### config.mk
export PLATFORM = sky130hd
export DESIGN_NAME = biquad_iir_filter
export DESIGN_NICKNAME = d
export VERILOG_FILES = /design/src/rtl/biquad_pkg.sv /design/src/rtl/biquad_iir_filter.sv
export SDC_FILE = /design/constraint.sdc
export NUM_CORES = 2
export LEC_CHECK = 0
export BUFFER_PORTS_ARGS = -buffer_cell sky130_fd_sc_hd__clkbuf_2
export CORE_ASPECT_RATIO = 1.4
export CORE_MARGIN = 4
export CORE_UTILIZATION = 66
export CTS_CLUSTER_DIAMETER = 30
export DETAILED_ROUTE_END_ITERATION = 8
export PLACE_DENSITY = 0.87
export SLEW_MARGIN = 0
export SYNTH_ARGS = -nofsm -noshare
export SYNTH_HDL_FRONTEND = slang
export SYNTH_SLANG_ARGS = --single-unit
### constraint.sdc
create_clock -name clk -period 11.3 [get_ports clk]
set_input_delay 1.695 -clock clk [delete_from_list [all_inputs] [get_ports clk]]
set_output_delay 1.695 -clock clk [all_outputs]
set_load 0.05 [all_outputs]
### src/rtl/biquad_pkg.sv
package biquad_pkg;

	localparam int SAMPLE_WIDTH_DEF = 16;
	localparam int COEF_WIDTH_DEF   = 18;
	localparam int STATE_WIDTH_DEF  = 24;

	localparam int CFG_INDEX_WIDTH = 3;

	typedef enum logic [CFG_INDEX_WIDTH-1:0] {
		CFG_FF_GAIN_0 = 3'd0,
		CFG_FF_GAIN_1 = 3'd1,
		CFG_FF_GAIN_2 = 3'd2,
		CFG_FB_GAIN_1 = 3'd3,
		CFG_FB_GAIN_2 = 3'd4
	} cfg_reg_t;

endpackage

### src/rtl/biquad_iir_filter.sv
// Second-order IIR section, direct form II, fixed point. Samples are signed Q0.15,
// the five coefficients (b0, b1, b2, a1, a2) are signed Q3.14, which the user must
// write through the cfg port while the filter is idle (the block does not enforce
// it); the two delay elements are 24-bit Q8.15 and saturate. Every product is
// rounded to nearest (ties up), and the output saturates to the sample width;
// clipped flags a saturation of the node or of the output. One multiplier does the
// five multiply-accumulates in turn; in_stall stays high until the sequencer returns to
// S_IDLE, so no new sample is taken before the last is through. A result waiting in the
// output register does not block the next sample until its last step.
module biquad_iir_filter
	import biquad_pkg::*;
#(
	parameter int SAMPLE_WIDTH = SAMPLE_WIDTH_DEF,
	parameter int COEF_WIDTH   = COEF_WIDTH_DEF,
	parameter int STATE_WIDTH  = STATE_WIDTH_DEF
) (
	input  logic                              clk,
	input  logic                              arst_n,

	input  logic                              cfg_wr_en,
	input  logic [CFG_INDEX_WIDTH-1:0]        cfg_index,
	input  logic [COEF_WIDTH-1:0]             cfg_data,

	input  logic                              in_valid,
	output logic                              in_stall,
	input  logic signed [SAMPLE_WIDTH-1:0]    sample_in,

	output logic                              out_valid,
	input  logic                              out_stall,
	output logic signed [SAMPLE_WIDTH-1:0]    sample_out,
	output logic                              clipped
);

	localparam int COEF_FRAC = COEF_WIDTH - 4;
	localparam int PROD_W    = COEF_WIDTH + STATE_WIDTH;
	localparam int RND_W     = PROD_W - COEF_FRAC;
	localparam int ACC_W     = ((RND_W > SAMPLE_WIDTH) ? RND_W : SAMPLE_WIDTH) + 2;

	typedef enum logic [2:0] {
		S_IDLE,
		S_FB1,
		S_FB2,
		S_NODE,
		S_FF1,
		S_FF0,
		S_DONE
	} state_t;

	state_t state_q;

	logic signed [COEF_WIDTH-1:0]   b0_q, b1_q, b2_q, a1_q, a2_q;
	logic signed [STATE_WIDTH-1:0]  d1_q, d2_q, w_q;
	logic signed [PROD_W-1:0]       prod_q;
	logic signed [ACC_W-1:0]        acc_q;
	logic                           clip_q;
	logic                           out_valid_q;
	logic signed [SAMPLE_WIDTH-1:0] sample_out_q;
	logic                           clipped_q;

	logic signed [COEF_WIDTH-1:0]   coef_op;
	logic signed [STATE_WIDTH-1:0]  val_op;
	logic signed [PROD_W-1:0]       mul;
	logic [PROD_W-1:0]              prod_rnd;
	logic signed [ACC_W-1:0]        rnd_term;
	logic signed [ACC_W-1:0]        acc_sub;
	logic signed [ACC_W-1:0]        acc_add;
	logic [ACC_W-STATE_WIDTH:0]     w_top;
	logic [ACC_W-SAMPLE_WIDTH:0]    y_top;
	logic                           w_ovf;
	logic                           y_ovf;
	logic signed [STATE_WIDTH-1:0]  w_sat;
	logic signed [SAMPLE_WIDTH-1:0] y_sat;
	logic                           in_accept;
	logic                           out_free;

	assign in_stall   = (state_q != S_IDLE);
	assign in_accept  = in_valid && !in_stall;
	assign out_valid  = out_valid_q;
	assign sample_out = sample_out_q;
	assign clipped    = clipped_q;
	assign out_free   = !out_valid_q || !out_stall;

	// operand select for the shared multiplier
	always_comb begin
		case (state_q)
			S_FB1:   begin coef_op = a1_q; val_op = d1_q; end
			S_FB2:   begin coef_op = a2_q; val_op = d2_q; end
			S_NODE:  begin coef_op = b1_q; val_op = d1_q; end
			S_FF1:   begin coef_op = b2_q; val_op = d2_q; end
			S_FF0:   begin coef_op = b0_q; val_op = w_q;  end
			default: begin coef_op = b0_q; val_op = w_q;  end
		endcase
	end

	assign mul = coef_op * val_op;

	// round half up, then drop the coefficient fraction
	assign prod_rnd = prod_q + (PROD_W'(1) << (COEF_FRAC - 1));
	assign rnd_term = {{(ACC_W-RND_W){prod_rnd[PROD_W-1]}}, prod_rnd[PROD_W-1:COEF_FRAC]};
	assign acc_sub  = acc_q - rnd_term;
	assign acc_add  = acc_q + rnd_term;

	assign w_top = acc_sub[ACC_W-1:STATE_WIDTH-1];
	assign w_ovf = !((&w_top) || !(|w_top));
	assign w_sat = w_ovf ? {acc_sub[ACC_W-1], {(STATE_WIDTH-1){~acc_sub[ACC_W-1]}}}
	                     : acc_sub[STATE_WIDTH-1:0];

	assign y_top = acc_add[ACC_W-1:SAMPLE_WIDTH-1];
	assign y_ovf = !((&y_top) || !(|y_top));
	assign y_sat = y_ovf ? {acc_add[ACC_W-1], {(SAMPLE_WIDTH-1){~acc_add[ACC_W-1]}}}
	                     : acc_add[SAMPLE_WIDTH-1:0];

	always_ff @(posedge clk or negedge arst_n) begin
		if (!arst_n) begin
			b0_q <= '0;
			b1_q <= '0;
			b2_q <= '0;
			a1_q <= '0;
			a2_q <= '0;
		end else if (cfg_wr_en) begin
			case (cfg_index)
				CFG_FF_GAIN_0: b0_q <= cfg_data;
				CFG_FF_GAIN_1: b1_q <= cfg_data;
				CFG_FF_GAIN_2: b2_q <= cfg_data;
				CFG_FB_GAIN_1: a1_q <= cfg_data;
				CFG_FB_GAIN_2: a2_q <= cfg_data;
				default: ;
			endcase
		end
	end

	// datapath registers, no reset
	always_ff @(posedge clk) begin
		prod_q <= mul;
		case (state_q)
			S_IDLE: begin
				if (in_accept) begin
					acc_q <= {{(ACC_W-SAMPLE_WIDTH){sample_in[SAMPLE_WIDTH-1]}}, sample_in};
				end
			end
			S_FB2:  acc_q <= acc_sub;
			S_NODE: begin
				w_q   <= w_sat;
				acc_q <= '0;
			end
			S_FF1:  acc_q <= acc_add;
			S_FF0:  acc_q <= acc_add;
			S_DONE: begin
				if (out_free) begin
					sample_out_q <= y_sat;
					clipped_q    <= clip_q || y_ovf;
				end
			end
			default: ;
		endcase
	end

	always_ff @(posedge clk or negedge arst_n) begin
		if (!arst_n) begin
			state_q     <= S_IDLE;
			d1_q        <= '0;
			d2_q        <= '0;
			clip_q      <= 1'b0;
			out_valid_q <= 1'b0;
		end else begin
			if (state_q == S_DONE && out_free) begin
				out_valid_q <= 1'b1;
			end else if (out_valid_q && !out_stall) begin
				out_valid_q <= 1'b0;
			end
			case (state_q)
				S_IDLE: begin
					if (in_accept) begin
						state_q <= S_FB1;
					end
				end
				S_FB1:  state_q <= S_FB2;
				S_FB2:  state_q <= S_NODE;
				S_NODE: begin
					clip_q  <= w_ovf;
					state_q <= S_FF1;
				end
				S_FF1:  state_q <= S_FF0;
				S_FF0:  state_q <= S_DONE;
				S_DONE: begin
					// hold here until the output register can take the beat
					if (out_free) begin
						d2_q    <= d1_q;
						d1_q    <= w_q;
						state_q <= S_IDLE;
					end
				end
				default: state_q <= S_IDLE;
			endcase
		end
	end

	a_accept_starts: assert property (@(posedge clk) disable iff (!arst_n)
		in_valid && !in_stall |=> state_q == S_FB1)
		else $error("accepted sample did not start the sequence");

	a_seq_advance: assert property (@(posedge clk) disable iff (!arst_n)
		state_q == S_FB1 |=> state_q == S_FB2)
		else $error("sequencer stalled mid-sample");

	a_done_emits: assert property (@(posedge clk) disable iff (!arst_n)
		state_q == S_DONE && !(out_valid_q && out_stall) |=> state_q == S_IDLE && out_valid_q)
		else $error("finished sample not presented");

	a_result_from_done: assert property (@(posedge clk) disable iff (!arst_n)
		$rose(out_valid_q) |-> $past(state_q == S_DONE))
		else $error("result appeared without a finished sample");

	a_delays_hold: assert property (@(posedge clk) disable iff (!arst_n)
		state_q != S_DONE |=> $stable(d1_q) && $stable(d2_q))
		else $error("delay line moved outside the final step");

endmodule
# ---- After elaboration in Yosys (flattened, before gate mapping)
# Cells that the tools add are included.
dict set report op_classes {
  n_addsub 3
  mul 1
  div_mod_pow 0
  magnitude_cmp 0
  eq_ne 12
  shifts 0
  n_mux 11
  bitwise 2
  n_reduce_logical 34
}
# cell count
set ops {}
lappend ops {{$pmux W30 S4} 1}
lappend ops {{$pmux W18 S4} 1}
lappend ops {{$pmux W24 S2} 1}
lappend ops {{$add A42 B15 Y42 const B} 1}
lappend ops {{$mul A18 B24 Y42} 1}
lappend ops {{$add A30 B28 Y30} 1}
lappend ops {{$mux W30} 1}
lappend ops {{$sub A30 B28 Y30} 1}
lappend ops {{$mux W24} 1}
lappend ops {{$pmux W3 S7} 1}
lappend ops {{$mux W16} 1}
lappend ops {{$reduce_and A2 Y1} 8}
lappend ops {{$reduce_and A15 Y1} 1}
lappend ops {{$reduce_or A15 Y1} 1}
lappend ops {{$eq A3 B2 Y1 const B} 4}
lappend ops {{$eq A3 B3 Y1 const B} 4}
lappend ops {{$logic_not A1 Y1} 7}
lappend ops {{$reduce_and A7 Y1} 1}
lappend ops {{$reduce_or A7 Y1} 1}
lappend ops {{$eq A3 B1 Y1 const B} 2}
lappend ops {{$logic_not A3 Y1} 2}
lappend ops {{$mux W3} 2}
lappend ops {{$reduce_or A2 Y1} 3}
lappend ops {{$logic_or A1 B1 Y1} 4}
lappend ops {{other kinds (7)} 12}
dict set report word_totals {
  ff_bits 256
  latchBits 0
  ramBits 0
  romBits 0
  input_bits 42
  out_inout_bits 19
  wordCells 78
  n_memories 0
}

# ---- Longest topological paths before layout
dict set report logic_depth {
  ltp_word 7
  mapped_depth 33
  mapped_depth_nobuf 29
}

# ---- Worst setup path before layout
# OpenSTA, ideal clock, no wires.
dict set report synth_timing {
  path_kind {flip-flop to flip-flop}
  startpoint {register state_q[2]}
  endpoint {register prod_q[41]}
  setup_time_ns 0.072
  arrival_ns 8.287
  required_ns 11.228
  path_slack_ns 2.941
  path_stages_with_launch 31
  path_buffers 4
  period_less_slack_ns 8.359
  cell_sequence {dfrtp_1 inv_1 clkbuf_1 nand2_1 nor2_1 clkbuf_1 buf_1 a22oi_1 nand3_1 clkbuf_1 nand2_1 fa_1 inv_1 fa_1 fa_1 fa_1 fa_1 inv_1 fa_1 inv_1 ha_1 a21o_1 a31o_2 o21ai_0 nand3_1 a21o_1 a2111oi_0 nor3_1 o21a_1 nor2_1 xnor2_1}
}
dict set report synth_via {
  elab_chain_cells 4
  word_cells_on_any_way 9
  cone_classes {mul: 1; eq/ne: 4; mux: 2; reduce/logical: 2}
}
# element line_no
set synth_lines {}
lappend synth_lines {{start, declared} biquad_iir_filter.sv:49} ;# state_t state_q;
lappend synth_lines {{start signal, assigned} biquad_iir_filter.sv:160} ;# state_q <= S_IDLE;
lappend synth_lines {{start signal, assigned} biquad_iir_filter.sv:174} ;# state_q <= S_FB1;
lappend synth_lines {{start signal, assigned} biquad_iir_filter.sv:177} ;# S_FB1: state_q <= S_FB2;
lappend synth_lines {{$eq A3 B3 Y1, or another cell as far along} biquad_iir_filter.sv:85} ;# case (state_q)
lappend synth_lines {{$reduce_or A2 Y1 (no line)} n/a}
lappend synth_lines {{$pmux W24 S2} biquad_iir_filter.sv:85}
lappend synth_lines {{$mul A18 B24 Y42 (*)} biquad_iir_filter.sv:95} ;# assign mul = coef_op * val_op;
lappend synth_lines {{named net mul[41]} biquad_iir_filter.sv:62} ;# logic signed [PROD_W-1:0] mul;
lappend synth_lines {{end signal, assigned} biquad_iir_filter.sv:134} ;# prod_q <= mul;
lappend synth_lines {{end, declared} biquad_iir_filter.sv:53} ;# logic signed [PROD_W-1:0] prod_q;
# The timed path passes the listed nets; every way through them passes the cells marked *.
# A chain may end at the register's enable or synchronous reset.

# ---- Worst setup path in the final report
dict set report layout_timing {
  startpoint {register state_q[1]}
  endpoint {register prod_q[41]}
}
# The elaborated chain is that of the path after synthesis.

==> metrics.cfg <==
[run_status]
status=complete, no violations

[sta]
setup_ws_ps=1640
hold_viol_final=0
min_period_ps=9660
fin_crit_sh_pct=85.5
setup-tns-final_ps=0
fmax_mhz=104
relSlewSlack_pct=7.12
rsz0062_at_grt=no
fin_skew_ps=29.1
setup_viol=0
tightest_slew_ps=1390
drv_slew=0

[floorplan]
coreArea_um2=43400
dieWidth_um=185
die_area_um2=47600
start_util_pct=67.1
die_h_um=256
ios=61
num_rows=90

[route]
via_count=23994
wirelength_um=85900
wire_per_inst_um=22.7
drtIter0Drc=2143
ant_nets=0
viasPerCell=6.35
dr.pass1.iters=6
drc=0

[cts]
hold_buffers=0
cts_buffers=47
cts_tree=done
clk_latency_ps=590
cts_resized=0
cts_sinks=243
cts_setup_buffers=0
path_clk_slew_ps=50
clk_root_buffer_cell=clkbuf_16
cts_buffer_depth=3
h-tree-depth=2

[global_routing]
gr-usage-met3_pct=7.63
grt_pass1_vias=25935
antenna_found_initial=1
grt_pass1_wl_um=135000
gr-usage-met2_pct=61.2
globalRouteMet1Util_pct=40.2
overflow=0
grt_max_degree=78
top_usage_layer=met2
grt_usage_pct=36.7

[setup_path]
cpMaxStageDelayCell=nand4_1
required_ps=11740
crit_fanout=19
slowest_delay_ps=860
crit_cells=28
start_kind=flop
endpoint_kind=flop
crit_family=simple AND/OR/NAND/NOR gates
path_common_cell=fa_1
worstSetupPathType=reg2reg
path_buf_inv=5
cp.arrival_ps=10090
r2r_cells=28
r2r_setup_slack_ps=1640

[logic_synthesis]
yosysTopAreaCell=fa_1
synth_top_area_share_pct=29.3
synth_seq_cells=243
synth_most_common_cell=inv_1
ys_top_cells_by_count=544 x inv_1, 506 x nand2_1, 426 x fa_1
netlist_area_um2=29100
synthArstFlopShare_pct=58.8
synth_xor_area_share_pct=3.49
synthAdderAreaFrac_pct=36.1
netlist_instances=3179
syn_avg_cell_area_um2=9.15
synth-simple-area-share_pct=14.5
synth_compound_area_share_pct=11.3
yosysWarnings=0
yosysUniqueCellTypes=88
synth_nets=3806
muxShareOfSynthArea_pct=3.59
synth_ff_type=dfrtp_1
synth_area_leaders=fa_1 29%, dfrtp_1 12%, edfxtp_1 7.3%, inv_1 7.0%, ha_1 6.8%
ys_seq_area_share_pct=21.6
synth_top_family_by_area=adder cells
synth-edff-count=71

[placed_design]
place_ws_ps=1850
dp_hpwl_um=65500
gp_congestion=0.998
port_buffers=60

[final_layout]
fin_nets=3813
area_delta_synth_final_pct=8.27
n_fill_cell=2976
drive_gt1_share_pct=10.3

[min_path]
hp-class=reg2reg
whs_path_depth=2

[job]
drv_cap=0

cell type report:
cell class	count	area (um2)	area share, %
Multi-Input combinational cell	2245	20200	64.1
Sequential cell	243	6290	20.0
Inverter	544	2040	6.48
Clock buffer	52	1260	4.00
Tap cell	552	691	2.19
Timing Repair Buffer	105	644	2.05
Clock inverter	36	374	1.19
Antenna cell	1	2.50	0.00794
logic make-up (layout without fill, tap and decap cells):
kind of cell	Yosys count	in the layout
buf+inv	691	737
mux	93	93
flops	243	243
other cells	0	1
fa+ha+maj	585	585
xor+xnor	115	115
compound gates	488	488
simple gates	964	964
layer usage:
| layer | share of wire, % | vias to the layer above |
|---|---|---|
| met1 | 32 | 11698 |
| met2 | 49 | 1561 |
| li1 | - | 10200 |
| met3 | 9.1 | 535 |
| met5 | 0 | - |
| met4 | 10 | 0 |
worst reg2reg max path, delay by kind of cell (launching register included):
kind            cells  cell delay [ps]
simple gates        9             3590
fa+ha+maj           7             3270
compound gates      6             1700
buf+inv             5              460
flops               1              390
xor+xnor            1               90
flip-flops by register name, indices dropped and copies added (netlist names):
signal and flops:
a1_q 18, a2_q 18, acc_q 30, b0_q 18
b1_q 18, b2_q 18, clip_q 1, clipped 1
d1_q 24, d2_q 24, out_valid 1, prod_q 29
sample_out 16, state_q 3, w_q 24
cells in the final DEF, fill, tap and decap left out, drive strengths merged, types with 71 or more instances in the layout:
cell / count
edfxtp: 71
nand2: 506
clkbuf: 111
dfrtp: 143
mux2: 90
o21ai: 98
fa: 426
nor2: 217
inv: 558
xnor2: 79
ha: 159
a21oi: 123
final timing paths:
| kind | startpoint | endpoint |
|---|---|---|
| max | state_q[1] | prod_q[41] |
| min in group asynchronous | arst_n | b2_q[1] |
| min reg2reg | d2_q[9] | d2_q[9] |
| min | d2_q[9] | d2_q[9] |
| max reg2reg | state_q[1] | prod_q[41] |
| max in group asynchronous | arst_n | state_q[2] |
through the flow:
stage | util (%) | hold slack (ps) | std cells | area, um2
floorplan | - | 447 | 3179 | 29100
detailed placement | 68.9 | 467 | 3689 | 29900
finish | 72.7 | 483 | 3778 | 31500
global route | 72.7 | 506 | 3777 | 31500
CTS | 72.7 | 480 | 3777 | 31500
global placement | 68.9 | 460 | 3689 | 29900
Power is not shown: default switching activity piles up to over one toggle a cycle in this logic, so the estimate is an artifact.
